===== config.mk =====
export PLATFORM = sky130hd
export DESIGN_NAME = ptp_mul
export DESIGN_NICKNAME = d
export VERILOG_FILES = /design/src/rtl/core/ptp_pkg.sv /design/src/rtl/core/ptp_mul.sv
export SDC_FILE = /design/constraint.sdc
export NUM_CORES = 2
export LEC_CHECK = 0
export ABC_AREA = 0
export BUFFER_PORTS_ARGS = -buffer_cell sky130_fd_sc_hd__clkbuf_2
export CORE_MARGIN = 5
export CORE_UTILIZATION = 65
export DETAILED_ROUTE_END_ITERATION = 12
export HOLD_SLACK_MARGIN = 0.12
export PLACE_DENSITY = 0.83
export SYNTH_ARGS = -nofsm -noshare
export SYNTH_HDL_FRONTEND = slang
export SYNTH_SLANG_ARGS = --single-unit

===== constraint.sdc =====
create_clock -name clk -period 11.39 [get_ports clk]
set_input_delay 0.5695 -clock clk [delete_from_list [all_inputs] [get_ports clk]]
set_output_delay 0.5695 -clock clk [all_outputs]
set_load 0.1 [all_outputs]

===== src/rtl/core/ptp_pkg.sv =====
// ----------------------------------------------------------------------------
// ptp_pkg: shared types, constants and helpers
// Sizes, register indexes and saturating arithmetic for the particle pool.
// ----------------------------------------------------------------------------
package ptp_pkg;

  localparam int PARTICLES = 32;
  localparam int SLOT_W    = $clog2(PARTICLES);
  localparam int COORD_W   = 32;
  localparam int VEC_W     = 3 * COORD_W;
  localparam int LIFE_W    = 16;
  localparam int DT_W      = 16;
  localparam int CFG_IDX_W = 1;
  localparam int CFG_W     = 16;
  localparam int MUL_W     = 34;
  localparam int PROD_W    = 2 * MUL_W;
  localparam int ACC_W     = 66;
  localparam int THR_W     = 64;

  localparam logic [CFG_IDX_W-1:0] REG_LIFETIME     = 1'b0;
  localparam logic [CFG_IDX_W-1:0] REG_TRAIL_LENGTH = 1'b1;

  localparam logic OP_TICK = 1'b0;
  localparam logic OP_EMIT = 1'b1;

  localparam logic [LIFE_W-1:0] LIFETIME_RST     = 16'd16384;
  localparam logic [CFG_W-1:0]  TRAIL_LENGTH_RST = 16'd15;

  typedef logic [PARTICLES-1:0] slot_mask_t;

  typedef struct packed {
    logic              found;
    logic [SLOT_W-1:0] idx;
  } slot_pick_t;

  // Lowest set bit of a slot mask.
  function automatic slot_pick_t first_set(input slot_mask_t m);
    slot_pick_t r;
    r.found = 1'b0;
    r.idx   = '0;
    for (int i = PARTICLES - 1; i >= 0; i--) begin
      if (m[i]) begin
        r.found = 1'b1;
        r.idx   = SLOT_W'(i);
      end
    end
    return r;
  endfunction

  // Signed add clamped to the 32-bit range.
  function automatic logic signed [COORD_W-1:0] sat_add(input logic signed [COORD_W-1:0] a,
                                                        input logic signed [COORD_W-1:0] b);
    logic signed [COORD_W:0] s;
    s = {a[COORD_W-1], a} + {b[COORD_W-1], b};
    if (s[COORD_W] != s[COORD_W-1]) begin
      sat_add = s[COORD_W] ? {1'b1, {(COORD_W-1){1'b0}}} : {1'b0, {(COORD_W-1){1'b1}}};
    end else begin
      sat_add = s[COORD_W-1:0];
    end
  endfunction

endpackage


===== src/rtl/core/ptp_mul.sv =====
// ----------------------------------------------------------------------------
// ptp_mul: shared signed multiplier
// Registered 34x34 signed product used for steps, squares and the threshold.
// ----------------------------------------------------------------------------
module ptp_mul (
  input  logic                              clk,
  input  logic signed [ptp_pkg::MUL_W-1:0]  a,
  input  logic signed [ptp_pkg::MUL_W-1:0]  b,
  output logic signed [ptp_pkg::PROD_W-1:0] p
);
  import ptp_pkg::*;

  always_ff @(posedge clk) begin
    p <= a * b;
  end

endmodule


; Yosys cells after proc, flatten, opt, wreduce, memory -nomap -nowiden
; Cells that the tools add are included.
[word_totals]
regBits = 68
input_bits = 69
output_inout_bits = 68
[op_classes]
multipliers = 1
[op_table]
columns = operator, count
row1 = $mul A34 B34 Y68, 1

; Longest topological paths before layout
[depth]
depth_word = 1
mapped_depth = 31
ltp_nobuf = 29

; Worst setup path after synthesis
; No wires, ideal clock.
[synth_timing]
kind = input -> register
startpoint = in a[33] in the netlist's numbering
endpoint = reg p[65] in the netlist's numbering
setup_time_ns = 0.072
arrival_ns = 7.987
path_slack_ns = 3.330
path_stages = 24
cell_sequence = clkbuf_1 -> nand2_1 -> inv_1 -> fa_1 -> fa_1 -> fa_1 -> fa_1 -> inv_1 -> fa_1 -> fa_1 -> fa_1 -> fa_1 -> inv_1 -> ha_1 -> clkdlybuf4s50_2 -> nand3_1 -> or2_2 -> nor2_1 -> a221oi_1 -> o21ai_0 -> a31oi_2 -> nor2_2 -> o41ai_2 -> xnor2_1
[synth_via]
elab_chain_cells = 1
[synth_lines]
columns = element, line
row1 = from (decl), ptp_mul.sv:7  ; input logic signed [ptp_pkg::MUL_W-1:0] a,
row2 = $mul A34 B34 Y68, ptp_mul.sv:14  ; p <= a * b;
row3 = to (signal assigned), ptp_mul.sv:14
row4 = to (decl), ptp_mul.sv:9  ; output logic signed [ptp_pkg::PROD_W-1:0] p
; No other way between the ends.

; Worst setup path in the final report
; Same ends and word-level chain as after synthesis.

==> impl_metrics.toml <==
[outcome]
status = "complete, no violations"

[sta]
hold_viol_final = 0
post-route-period-util_pct = 76.3
finalSetupTns_ns = 0
grt_setup_unrepaired = "false"
worst_slew_pin_slew_ns = 1.23
slew_viol_final = 0
setup_viol = 0
whs_ns = 0.765
min_period_ns = 8.69
fmax_ghz = 0.115
slew_headroom_pct = 17.9

[worst_setup_path]
crit_path_start_kind = "input port"
arrival_ns = 9.02
critPathCaptureType = "register"
critPathKind = "in2reg"
crit_required_ns = 11.72
path_max_fanout = 34

[synth]
synth_top_flop_cell = "dfxtp_1"
postSynthCellCount = 4554
mappedNetlistArea_mm2 = 0.0430
synth_edf_count = 0
ys_seq_area_share_pct = 3.16
synth_top_cell_area_share_pct = 57.7
yosysTopAreaCell = "fa_1"
synthTopCellsByArea = "fa_1, inv_1, and2_1"
synth.avg_cell_area_um2 = 9.45
async_reset_ff_share_pct = 0
synth_seq_cells = 68
ys_warn_count = 0
syn_nets = 6068
ys_types = 69

[flow_run]
maxCapViolations = 0

[floorplanning]
ios = 137
core_mm2 = 0.0657
die_w_um = 267
chipHeight_um = 267
die_area_mm2 = 0.0714
num_rows = 94
start_util_pct = 65.4

[finish]
drive_above_1_share_pct = 4.70
area_growth_syn_to_layout_pct = 3.14
regMostFlops = "p"
largest_reg_flops = 68
reg.largest.list = "p x68"
fin_area_mm2 = 0.0444
fin_util_pct = 67.5
fillers = 4903
nNetsFinal = 6015

[drt]
dr.first_iter.drc_count = 2406
first_pass_iters = 6
via_per_inst = 5.70
vias = 30600
wl_per_cell_um = 20.9
route.final.wire_length_um = 113000
drc_errors = 0
ant_nets = 0

[place]
place_congestion = 0.966
placed_cell_area_mm2 = 0.0441
io_buffers = 136
place_hpwl_um = 88100

[clock_tree]
clk_pin_slew_ns = 0.07
cts-buffers-inserted = 9
cts_resized = 0
clock_sinks = 68
cts-htree-levels = 3
clockBufferDepth = 2
cts_tree = "done"
postCtsSetupBuffers = 0
holdBufCountCts = 0
clock_tree.root_cell = "clkbuf_16"

[global_route]
grt_max_degree = 35
track_usage_pct = 33.4
grt_pass1_vias = 34800
antenna_found_initial = 3
grt_overflow = 0
grt_pass1_wl_um = 186000

[worst_hold_path]
worstHoldPathType = "in2reg"
critical path, cell delays in order:
cell and delay, ns:
clkbuf_2 0.63, nand2_1 0.20, inv_1 0.18, fa_1 0.53, fa_1 0.57, fa_1 1.01
fa_1 1.05, inv_1 0.17, fa_1 0.59, fa_1 0.61, fa_1 0.45, fa_1 0.51
inv_1 0.06, ha_1 0.37, nand3_1 0.14, or2_2 0.13, nor2_1 0.05, a221oi_1 0.25
o21ai_0 0.15, a31oi_2 0.29, nor2_2 0.09, o41ai_2 0.24, xnor2_1 0.15
Yosys cell counts (11+ instances only):
| master | count |
|---|---|
| a21o_1 | 37 |
| a21oi_1 | 61 |
| and2_1 | 621 |
| clkbuf_1 | 214 |
| dfxtp_1 | 68 |
| fa_1 | 1241 |
| ha_1 | 204 |
| inv_1 | 1231 |
| nand2_1 | 542 |
| nand2b_1 | 20 |
| nand3_1 | 11 |
| nand4_1 | 11 |
| nor2_1 | 54 |
| o21ai_0 | 31 |
| o21bai_1 | 12 |
| xnor2_1 | 56 |
| xor2_1 | 23 |
through the flow:
stage	worst slack [ns]	cells
2_1_floorplan	3.33	4554
3_3_place_gp	2.53	5354
3_5_place_dp	2.37	5354
4_1_cts	2.69	5370
5_1_grt	2.25	5370
6_report	2.70	5372
cell usage in the layout (no fill, tap or decap), types with 5 or more instances in the layout:
| cell | n |
|---|---|
| buf_4 | 28 |
| ha_1 | 204 |
| and3_1 | 5 |
| nor3_1 | 5 |
| nand4_1 | 11 |
| a21o_1 | 37 |
| nand2b_1 | 20 |
| nand3_1 | 11 |
| fa_1 | 1241 |
| nand2_1 | 542 |
| xnor2_1 | 56 |
| o21ai_1 | 7 |
| nor2b_1 | 9 |
| xor2_1 | 23 |
| nor2_1 | 54 |
| o21bai_1 | 12 |
| clkbuf_16 | 9 |
| inv_1 | 1231 |
| o21ai_0 | 31 |
| a211oi_1 | 6 |
| clkbuf_2 | 136 |
| and2_1 | 621 |
| dfxtp_1 | 68 |
| a31oi_1 | 7 |
| a21oi_1 | 61 |
logic make-up after synthesis:
kind of cell,count (synthesis),synth area share [%]
compound gates,206,3.35
xor+xnor,79,1.61
fa+ha+maj,1445,63.7
buf+inv,1460,12.8
flops,68,3.16
simple gates,1296,15.4
routing by layer:
layer | wire [um] | global-route usage, % | share of wire (%)
met1 | 40600 | 43.2 | 36
met2 | 54100 | 54.7 | 48
met4 | 5800 | 14.3 | 5.2
met5 | 13 | 0 | 0.012
met3 | 12100 | 8.29 | 11
area by class of cell:
class	count	area, um2	share of cell area, %
clock inverter	7	51.3	0.116
sequential	68	1360	3.07
antenna	2	5.00	0.0113
tap	864	1080	2.44
clock buffer	9	225	0.507
timing repair buffer	164	891	2.01
inverter	1232	4620	10.4
multi-input combinational	3026	36100	81.4
final timing paths:
check / start / end / slack [ns] / cells past startpoint
max: a[33] / p[65]$_DFF_P_ / 2.70 / 23
min: b[0] / p[0]$_DFF_P_ / 0.77 / 3
Power is not shown: default switching activity piles up to over one toggle a cycle in this logic, so the estimate is an artifact.
