$ cat src/rtl/core/ptp_ram.sv
// ----------------------------------------------------------------------------
// ptp_ram: generic single-write, single-read RAM
// One write port, one read port with registered read data.
// ----------------------------------------------------------------------------
module ptp_ram #(
  parameter int WIDTH = 32,
  parameter int DEPTH = 32
) (
  input  logic                     clk,
  input  logic                     we,
  input  logic [$clog2(DEPTH)-1:0] waddr,
  input  logic [WIDTH-1:0]         wdata,
  input  logic [$clog2(DEPTH)-1:0] raddr,
  output logic [WIDTH-1:0]         rdata
);

  logic [WIDTH-1:0] mem [DEPTH];

  always_ff @(posedge clk) begin
    if (we) begin
      mem[waddr] <= wdata;
    end
    rdata <= mem[raddr];
  end

endmodule

$ cat config.mk
export PLATFORM = sky130hd
export DESIGN_NAME = ptp_ram
export DESIGN_NICKNAME = d
export VERILOG_FILES = /design/src/rtl/core/ptp_ram.sv
export SDC_FILE = /design/constraint.sdc
export NUM_CORES = 1
export LEC_CHECK = 0
export ABC_AREA = 0
export BUFFER_PORTS_ARGS = -buffer_cell sky130_fd_sc_hd__buf_2
export CAP_MARGIN = 20
export CORE_ASPECT_RATIO = 1.25
export CORE_UTILIZATION = 56
export DETAILED_ROUTE_END_ITERATION = 8
export PLACE_DENSITY = 0.72
export REMOVE_ABC_BUFFERS = 1
export SLEW_MARGIN = 5
export SYNTH_ARGS = -nofsm -noshare
export SYNTH_HDL_FRONTEND = slang
export SYNTH_SLANG_ARGS = --single-unit
$ cat constraint.sdc
create_clock -name clk -period 4.3 [get_ports clk]
set_clock_uncertainty 0.05 [all_clocks]
set_input_delay 1.29 -clock clk [delete_from_list [all_inputs] [get_ports clk]]
set_output_delay 1.29 -clock clk [all_outputs]
set_load 0.005 [all_outputs]
=== Yosys cells after proc, flatten, opt, wreduce, memory -nomap -nowiden ===
Memories as Yosys holds them, arrays and structs flattened. A register that Yosys moved wholly into a read port is not among the register bits.
Cells that the tools add are included.

* Register bits: 0
* Latch bits: 0
* RAM bits: 1024
* Bits in read-only memories: 0
* Bits of input ports: 44
* Output and inout port bits: 32
* Word-level logic and storage cells: 3
* Memories kept: 1

* $add $sub $neg: 0
* Multiply operators: 0
* Div/mod/pow operators: 0
* Order comparisons: 0
* Equal/unequal tests: 0
* Shifts and indexed selects: 0
* Multiplexer cells: 2
* Bitwise operators: 0
* Reductions and logical operators: 0

{| class="wikitable"
|+ Memory list
! name !! depth !! width !! rd ports !! clocked after memory_dff !! wr ports !! RTL line !! RTL
|-
| mem || 32 || 32 || 1 || 1 || 1 || 17 || <nowiki>logic [WIDTH-1:0] mem [DEPTH];</nowiki>
|}

{| class="wikitable"
|+ Operator list
! cell !! count
|-
| $mux 1 || 2
|}

=== Logic depth before layout (Yosys ltp) ===
Gate-level depths: netlist of run 1.

* Depth in word-level cells: 2
* Depth in mapped cells: 8
* Depth with buffers taken out: 5

=== Least setup slack after synthesis of run 1 ===
OpenSTA, ideal clock, no wires.

* Kind: input to register
* Start: input waddr[1]
* End: memory mem[12][0], enable pin
* Setup time: 0.421 ns
* Arrival time: 3.303 ns
* Data required time: 3.829 ns
* Slack: 0.526 ns
* Cell stages on the path: 3
* Path buffers: 1
* Cell sequence: or3b_2 clkbuf_1 nor2_1

{| class="wikitable"
|+ RTL lines
! what !! RTL line !! RTL
|-
| start: declaration || 11 || <nowiki>input logic [$clog2(DEPTH)-1:0] waddr,</nowiki>
|-
| end: declaration || 17 ||
|}

Straight into the memory's write port.

=== Worst setup path after layout of run 1 ===
* Start: input waddr[1]
* End: memory mem[12][8], enable pin

Straight into the memory's write port.

==> parameters.txt, run 1 <==
Parameter                              Value

Logic synthesis
  Instance count of the mapped netlist ... 2260
  Top flip-flop cell by instance count after synthesis ... sky130_fd_sc_hd__edfxtp_1
  Post-synth EDFFs ... 1024
  Portion of synthesized cell area occupied by the leading cell type ... 76.0%
  Post-Synthesis Cell Area ... 40500 um2
  Most frequent cell after synthesis ... sky130_fd_sc_hd__edfxtp_1
  Post-synthesis sequential element count ... 1056
  Cell accounting for the most synthesized area ... sky130_fd_sc_hd__edfxtp_1
  Proportion of synthesized flip-flops having asynchronous set or reset ... 0%
  Sequential cell area fraction in the yosys report ... 77.5%
  Most area-consuming cells after synthesis ... sky130_fd_sc_hd__edfxtp_1 76%, sky130_fd_sc_hd__mux2i_1 13%, sky130_fd_sc_hd__a22oi_1 1.8%
  Yosys warning count ... 0
  Most frequent cells after synthesis ... 1024 x sky130_fd_sc_hd__edfxtp_1, 512 x sky130_fd_sc_hd__mux2i_1, 98 x sky130_fd_sc_hd__nand2_1, 98 x sky130_fd_sc_hd__nand3_1
  Distinct cell type count of the synthesized netlist ... 25
  Avg Synthesized Cell Area ... 17.9 um2

Pwr
  Int Pwr ... 0.0168 W
  Sequential cell fraction of total power ... 54.2%
  Clock network power share ... 40.7%
  Combinational fraction of design power ... 5.1%
  Net Sw Frac ... 20.7%
  VDD IR-drop max ... 0.330 mV
  Leakage power total ... 16.0 nW
  Switching Power ... 0.00438 W
  Power density normalized to cell area ... 461 nW/um2

Clock network
  Post-CTS setup buffer count ... 0
  Maximum clock path buffer count ... 3
  H-Tree Depth ... 3
  Worst-Skew Late Latency ... 0.66 ns
  Register clock-pin slew on the reported worst setup and hold paths ... 0.06 ns
  Number of instances resized during post-cts repair ... 0
  Number of clock sinks seen by CTS ... 1056
  TritonCTS clock tree ... built
  CTS Hold Buffers Added ... 0
  Total clock buffers created by CTS ... 94
  Cell at the root of the clock tree ... sky130_fd_sc_hd__clkbuf_16

Place
  GP Congestion ... 0.788
  Port Buffer Count ... 75
  Worst setup slack after placement ... 0.792 ns
  Estimated wirelength of the detail-placed design ... 50800 um

Critical path
  Max stage delay cell, worst path ... sky130_fd_sc_hd__nor2_4
  Crit path arrival time ... 3.15 ns
  Required time of the worst setup path ... 4.59 ns
  Startpoint type of the worst setup path ... input port
  Critical path's largest stage delay ... 0.71 ns
  Crit path cell chain ... buf_2, or3b_2, nor2_4, buf_4
  Worst-path maximum fanout ... 15
  CP Class ... in2reg
  Critical Path End Type ... flop
  Bufs and invs on worst path ... 2
  Category of cells accounting for the largest share of critical-path delay ... simple AND/OR/NAND/NOR gates

STA
  Fraction of the cycle the final worst path needs ... 66.5%
  Highest clock frequency the design can meet ... 0.350 GHz
  Final worst-path setup slack ... 1.44 ns
  Endpoints failing hold ... 0
  Unrepaired setup endpoints after global routing ... false
  Tmin final ... 2.86 ns
  Number of pins exceeding their max-slew limit in the final report ... 0
  Slew margin rel. ... 34.9%
  TNS Setup ... 0 ns
  Worst-Margin Slew ... 0.974 ns
  Total setup violations reported at the end of the flow ... 0

Run status
  Outcome ... finished clean

Floorplanning
  Starting density of the core ... 57.0%
  Die area ... 73400 um2
  Height of the die ... 303 um
  Row Count ... 109
  Placeable core region ... 71100 um2
  Die boundary width ... 242 um
  Number of top-level pins ... 76

Route
  Total Wirelength ... 94800 um
  DR vias/cell ... 6.21
  Drt pass-1 iters ... 5
  Post-route DRC ... 0
  Drt initial violations ... 2102
  Routed wirelength normalized by instance count ... 27.7 um
  Total number of vias ... 21300
  Remaining antenna violation count ... 0

Final layout
  Relative area change from synthesis to final layout ... 13.4%
  Fill count ... 4812
  Footprint of the multi-input gates ... 8610 um2
  Nets ... 2446
  Proportion of layout cells with a drive suffix above 1 ... 14.5%
  Storage element area ... 31400 um2

GRT
  Gr usage total ... 25.9%
  Overflow after GRT ... 0
  Maximum number of pins on one net before global-route repair ... 74
  Via count of the first global-routing pass ... 21600
  Initial antenna violation count ... 3
  Wire length of the first global-routing pass ... 138000 um

Run
  Max Cap Violations ... 0

Min path
  Class of the most critical hold timing path ... reg2reg
==> cell type report <==
class                           count  area share [%]
Sequential cell                  1056            68.4
Multi-Input combinational cell   1077            18.8
Clock buffer                      129            5.77
Timing Repair Buffer              173            3.33
Tap cell                          943            2.57
Clock inverter                     48            1.18
Antenna cell                        2          0.0109
==> through the flow <==
stage	utilization [%]	total power, W	instances	hold WS, ns	instance area (um2)
6_report	64.6	0.0212	3428	0.539	45900
5_1_grt	64.6	0.0217	3427	0.579	45900
4_1_cts	64.6	0.0213	3425	0.547	45900
3_5_place_dp	60.1	0.0128	3248	0.533	42700
3_3_place_gp	60.1	0.0127	3248	0.526	42700
2_1_floorplan	-	0.0122	2133	0.504	39700
==> worst register-to-register path, stage by stage, from the launching register on <==
cell and delay [ns]:
sky130_fd_sc_hd__edfxtp_1 0.38, sky130_fd_sc_hd__mux2i_1 0.19, sky130_fd_sc_hd__a22o_1 0.18, sky130_fd_sc_hd__nor3_1 0.05
sky130_fd_sc_hd__a31oi_1 0.35, sky130_fd_sc_hd__nand3_1 0.18
==> sequential cells by signal (all words and copies together) (netlist names) <==
signal and count:
rdata 32, mem 1024
==> power groups by stage <==
stage | Combinational, W | Sequential (W) | Clock, W
2_1_floorplan | 0.000460 | 0.0117 | 0
3_3_place_gp | 0.00104 | 0.0117 | 0
3_5_place_dp | 0.00106 | 0.0117 | 0
4_1_cts | 0.00107 | 0.0115 | 0.00871
5_1_grt | 0.00114 | 0.0115 | 0.00910
6_report | 0.00107 | 0.0115 | 0.00862
==> path summary, 6_finish.rpt <==
check	start	to	slack, ns	cells after the start
max reg2reg	mem[7][5]	rdata[5]	2.78	5
min reg2reg	mem[26][24]	rdata[24]	0.54	4
min	mem[26][24]	rdata[24]	0.54	4
max	waddr[1]	mem[12][8]	1.44	4
==> routing by layer <==
metal / GRT usage [%] / share of wire (%)
met5: 0 / 0.014
met4: 9.12 / 2.8
met3: 4.22 / 7.7
met2: 43.8 / 50
met1: 34.4 / 40
==> cell families (layout without fill, tap and decap cells) <==
| logic type | after synthesis | count (layout) | share of synthesized area [%] |
|---|---|---|---|
| and+or+nand+nor | 277 | 277 | 3.10 |
| other | 0 | 2 | 0 |
| DFF | 1056 | 1056 | 77.5 |
| muxes | 512 | 512 | 12.7 |
| AOI/OAI and AO/OA | 288 | 288 | 4.85 |
| buffers and inverters | 127 | 350 | 1.86 |
==> cell usage in the layout (no fill, tap or decap), types with 11 or more instances in the layout <==
| cell type | Yosys | layout |
|---|---|---|
| sky130_fd_sc_hd__a21oi_1 | 96 | 96 |
| sky130_fd_sc_hd__a22o_1 | 64 | 64 |
| sky130_fd_sc_hd__a22oi_1 | 96 | 96 |
| sky130_fd_sc_hd__a31oi_1 | 32 | 32 |
| sky130_fd_sc_hd__buf_12 | 0 | 31 |
| sky130_fd_sc_hd__buf_2 | 26 | 74 |
| sky130_fd_sc_hd__buf_4 | 33 | 66 |
| sky130_fd_sc_hd__bufinv_16 | 0 | 11 |
| sky130_fd_sc_hd__clkbuf_1 | 46 | 23 |
| sky130_fd_sc_hd__clkbuf_16 | 0 | 98 |
| sky130_fd_sc_hd__clkinv_1 | 0 | 11 |
| sky130_fd_sc_hd__clkinv_2 | 0 | 15 |
| sky130_fd_sc_hd__dfxtp_1 | 32 | 32 |
| sky130_fd_sc_hd__edfxtp_1 | 1024 | 1024 |
| sky130_fd_sc_hd__mux2i_1 | 512 | 512 |
| sky130_fd_sc_hd__nand2_1 | 98 | 97 |
| sky130_fd_sc_hd__nand3_1 | 98 | 98 |
| sky130_fd_sc_hd__nor2_4 | 0 | 33 |
| sky130_fd_sc_hd__nor3_1 | 32 | 32 |
Note: power is estimated with default switching activity, not from simulation.
==> inputs of run 2 (changes only) <==
--- a/config.mk
+++ b/config.mk
@@ -11,7 +11,7 @@
 export CORE_ASPECT_RATIO = 1.25
 export CORE_UTILIZATION = 56
 export DETAILED_ROUTE_END_ITERATION = 8
-export PLACE_DENSITY = 0.72
+export PLACE_DENSITY = 0.75
 export REMOVE_ABC_BUFFERS = 1
 export SLEW_MARGIN = 5
 export SYNTH_ARGS = -nofsm -noshare
==> constraint.sdc (replaced) <==
create_clock -name clk -period 2.4 [get_ports clk]
set_clock_uncertainty 0.05 [all_clocks]
set_input_delay 0.72 -clock clk [delete_from_list [all_inputs] [get_ports clk]]
set_output_delay 0.72 -clock clk [all_outputs]
set_load 0.005 [all_outputs]
==> parameters.txt, run 2 (same netlist as run 1, synthesis figures left out) <==
Parameter                              Value

GRT
  Via count of the first global-routing pass ... 22700
  Initial antenna violation count ... 3
  Overflow after GRT ... 0
  Wire length of the first global-routing pass ... 148000 um
  Maximum number of pins on one net before global-route repair ... 38
  Gr usage total ... 27.8%

Place
  Number of placed instances, taps included ... 3346
  Port Buffer Count ... 75
  GP Congestion ... 0.843
  Estimated wirelength of the detail-placed design ... 60800 um
  Placed cell areas ... 44200 um2

Route
  Post-route DRC ... 0
  Drt pass-1 iters ... 6
  Drt initial violations ... 2400
  Routed wirelength normalized by instance count ... 28.7 um
  Total Wirelength ... 101000 um
  Remaining antenna violation count ... 0
  Total number of vias ... 22300
  DR vias/cell ... 6.33

Pwr
  Leakage power total ... 16.8 nW
  Power density normalized to cell area ... 808 nW/um2
  VDD IR-drop max ... 0.954 mV

Critical path
  Crit path arrival time ... 1.26 ns
  Category of cells accounting for the largest share of critical-path delay ... flip-flops
  Worst-path maximum fanout ... 1
  Startpoint type of the worst setup path ... flop
  CP Class ... reg2out
  Critical Path End Type ... output port
  Bufs and invs on worst path ... 1
  Setup slack of the worst register-to-register path ... 0.97 ns
  Required time of the worst setup path ... 1.63 ns
  Max stage delay cell, worst path ... sky130_fd_sc_hd__dfxtp_1
  Crit path cell chain ... buf_2
  Critical path's largest stage delay ... 0.43 ns

Floorplanning
  Starting density of the core ... 57.0%
  Die boundary width ... 242 um
  Die area ... 73400 um2
  Number of top-level pins ... 76
  Row Count ... 109
  Placeable core region ... 71100 um2
  Height of the die ... 303 um

Clock network
  H-Tree Depth ... 3
  Worst-Skew Late Latency ... 0.67 ns
  Cell at the root of the clock tree ... sky130_fd_sc_hd__clkbuf_16
  Number of instances resized during post-cts repair ... 0
  Total clock buffers created by CTS ... 96
  Number of clock sinks seen by CTS ... 1056
  Register clock-pin slew on the reported worst setup and hold paths ... 0.07 ns
  TritonCTS clock tree ... built
  Post-CTS setup buffer count ... 0
  Maximum clock path buffer count ... 3
  CTS Hold Buffers Added ... 0

STA
  Slew margin rel. ... 59.8%
  Total setup violations reported at the end of the flow ... 0
  Highest clock frequency the design can meet ... 0.492 GHz
  Number of pins exceeding their max-slew limit in the final report ... 0
  Fraction of the cycle the final worst path needs ... 84.6%
  Unrepaired setup endpoints after global routing ... false
  Worst-Margin Slew ... 0.603 ns
  Tmin final ... 2.03 ns
  Endpoints failing hold ... 0
  Final hold slack ... 0.478 ns

Final layout
  Proportion of layout cells with a drive suffix above 1 ... 17.8%
  Finished Layout Cells ... 3529
  Commonest non-fill, non-tap cells in the layout ... 1024 x sky130_fd_sc_hd__edfxtp_1, 512 x sky130_fd_sc_hd__mux2i_1, 100 x sky130_fd_sc_hd__buf_4, 98 x sky130_fd_sc_hd__nand3_1, 98 x sky130_fd_sc_hd__clkbuf_16
  Most flop-heavy register ... mem
  Relative area change from synthesis to final layout ... 17.2%
  Max reg flops ... 1024
  Commonest non-fill, non-tap cell in the layout ... sky130_fd_sc_hd__edfxtp_1
  Final instance area ... 47500 um2
  Top Registers ... mem x1024, rdata x32
  Nets ... 2545

Min path
  Class of the most critical hold timing path ... in2reg

Run status
  Outcome ... finished clean

Run
  Max Cap Violations ... 0
-- run 2: changes by cell type in the layout (fill, tap and decap cells not counted), moves of 2 or more --
cell,delta
sky130_fd_sc_hd__clkbuf_8,-3
sky130_fd_sc_hd__clkinv_2,+6
sky130_fd_sc_hd__clkinvlp_4,-2
sky130_fd_sc_hd__buf_4,+34
sky130_fd_sc_hd__buf_12,+64
sky130_fd_sc_hd__clkbuf_1,-4
sky130_fd_sc_hd__clkinv_1,+5
-- run 2: power breakdown --
group	internal, W	leakage, nW	switching, W
Combinational	0.000795	5.70	0.00132
Sequential	0.0205	9.49	0.0000998
Clock	0.00897	1.58	0.00665
Total	0.0303	16.8	0.00807
-- run 2: metal layers --
metal  global-route usage (%)  up-vias  share of wire, %
met5                        0        -             0.031
met4                     14.2        6               5.1
met1                     36.1    11300                37
met2                     45.9     1294                49
met3                     4.64      290               9.1
li1                         -     9458                 -
-- run 2: path summary, 6_finish.rpt --
check / start / end / cells after the start
setup / recovery: rdata[4] / rdata[4] / 1
hold reg to reg: mem[27][18] / rdata[18] / 4
hold / removal: wdata[8] / mem[30][8] / 1
setup reg to reg: mem[6][7] / rdata[7] / 5
-- run 2: metrics by stage --
step,TNS [ns],utilization (%),power [W],worst slack (ns)
2_1_floorplan,-692.37,-,0.0218,-3.35
3_3_place_gp,0,62.2,0.0230,0.00300
3_5_place_dp,-0.0438,62.2,0.0231,-0.0224
4_1_cts,0,66.8,0.0384,0.333
5_1_grt,0,66.8,0.0392,0.366
6_report,0,66.8,0.0383,0.369
-- run 2: cell type report --
class                   count  area, um2
fillers                  4501      23600
flip-flops and latches   1056      31400
clock buffers             122       2590
diodes                      2       5.00
well taps                 943       1180
multi-input cells        1077       8610
repair buffers            270       3040
clock inverters            59        644
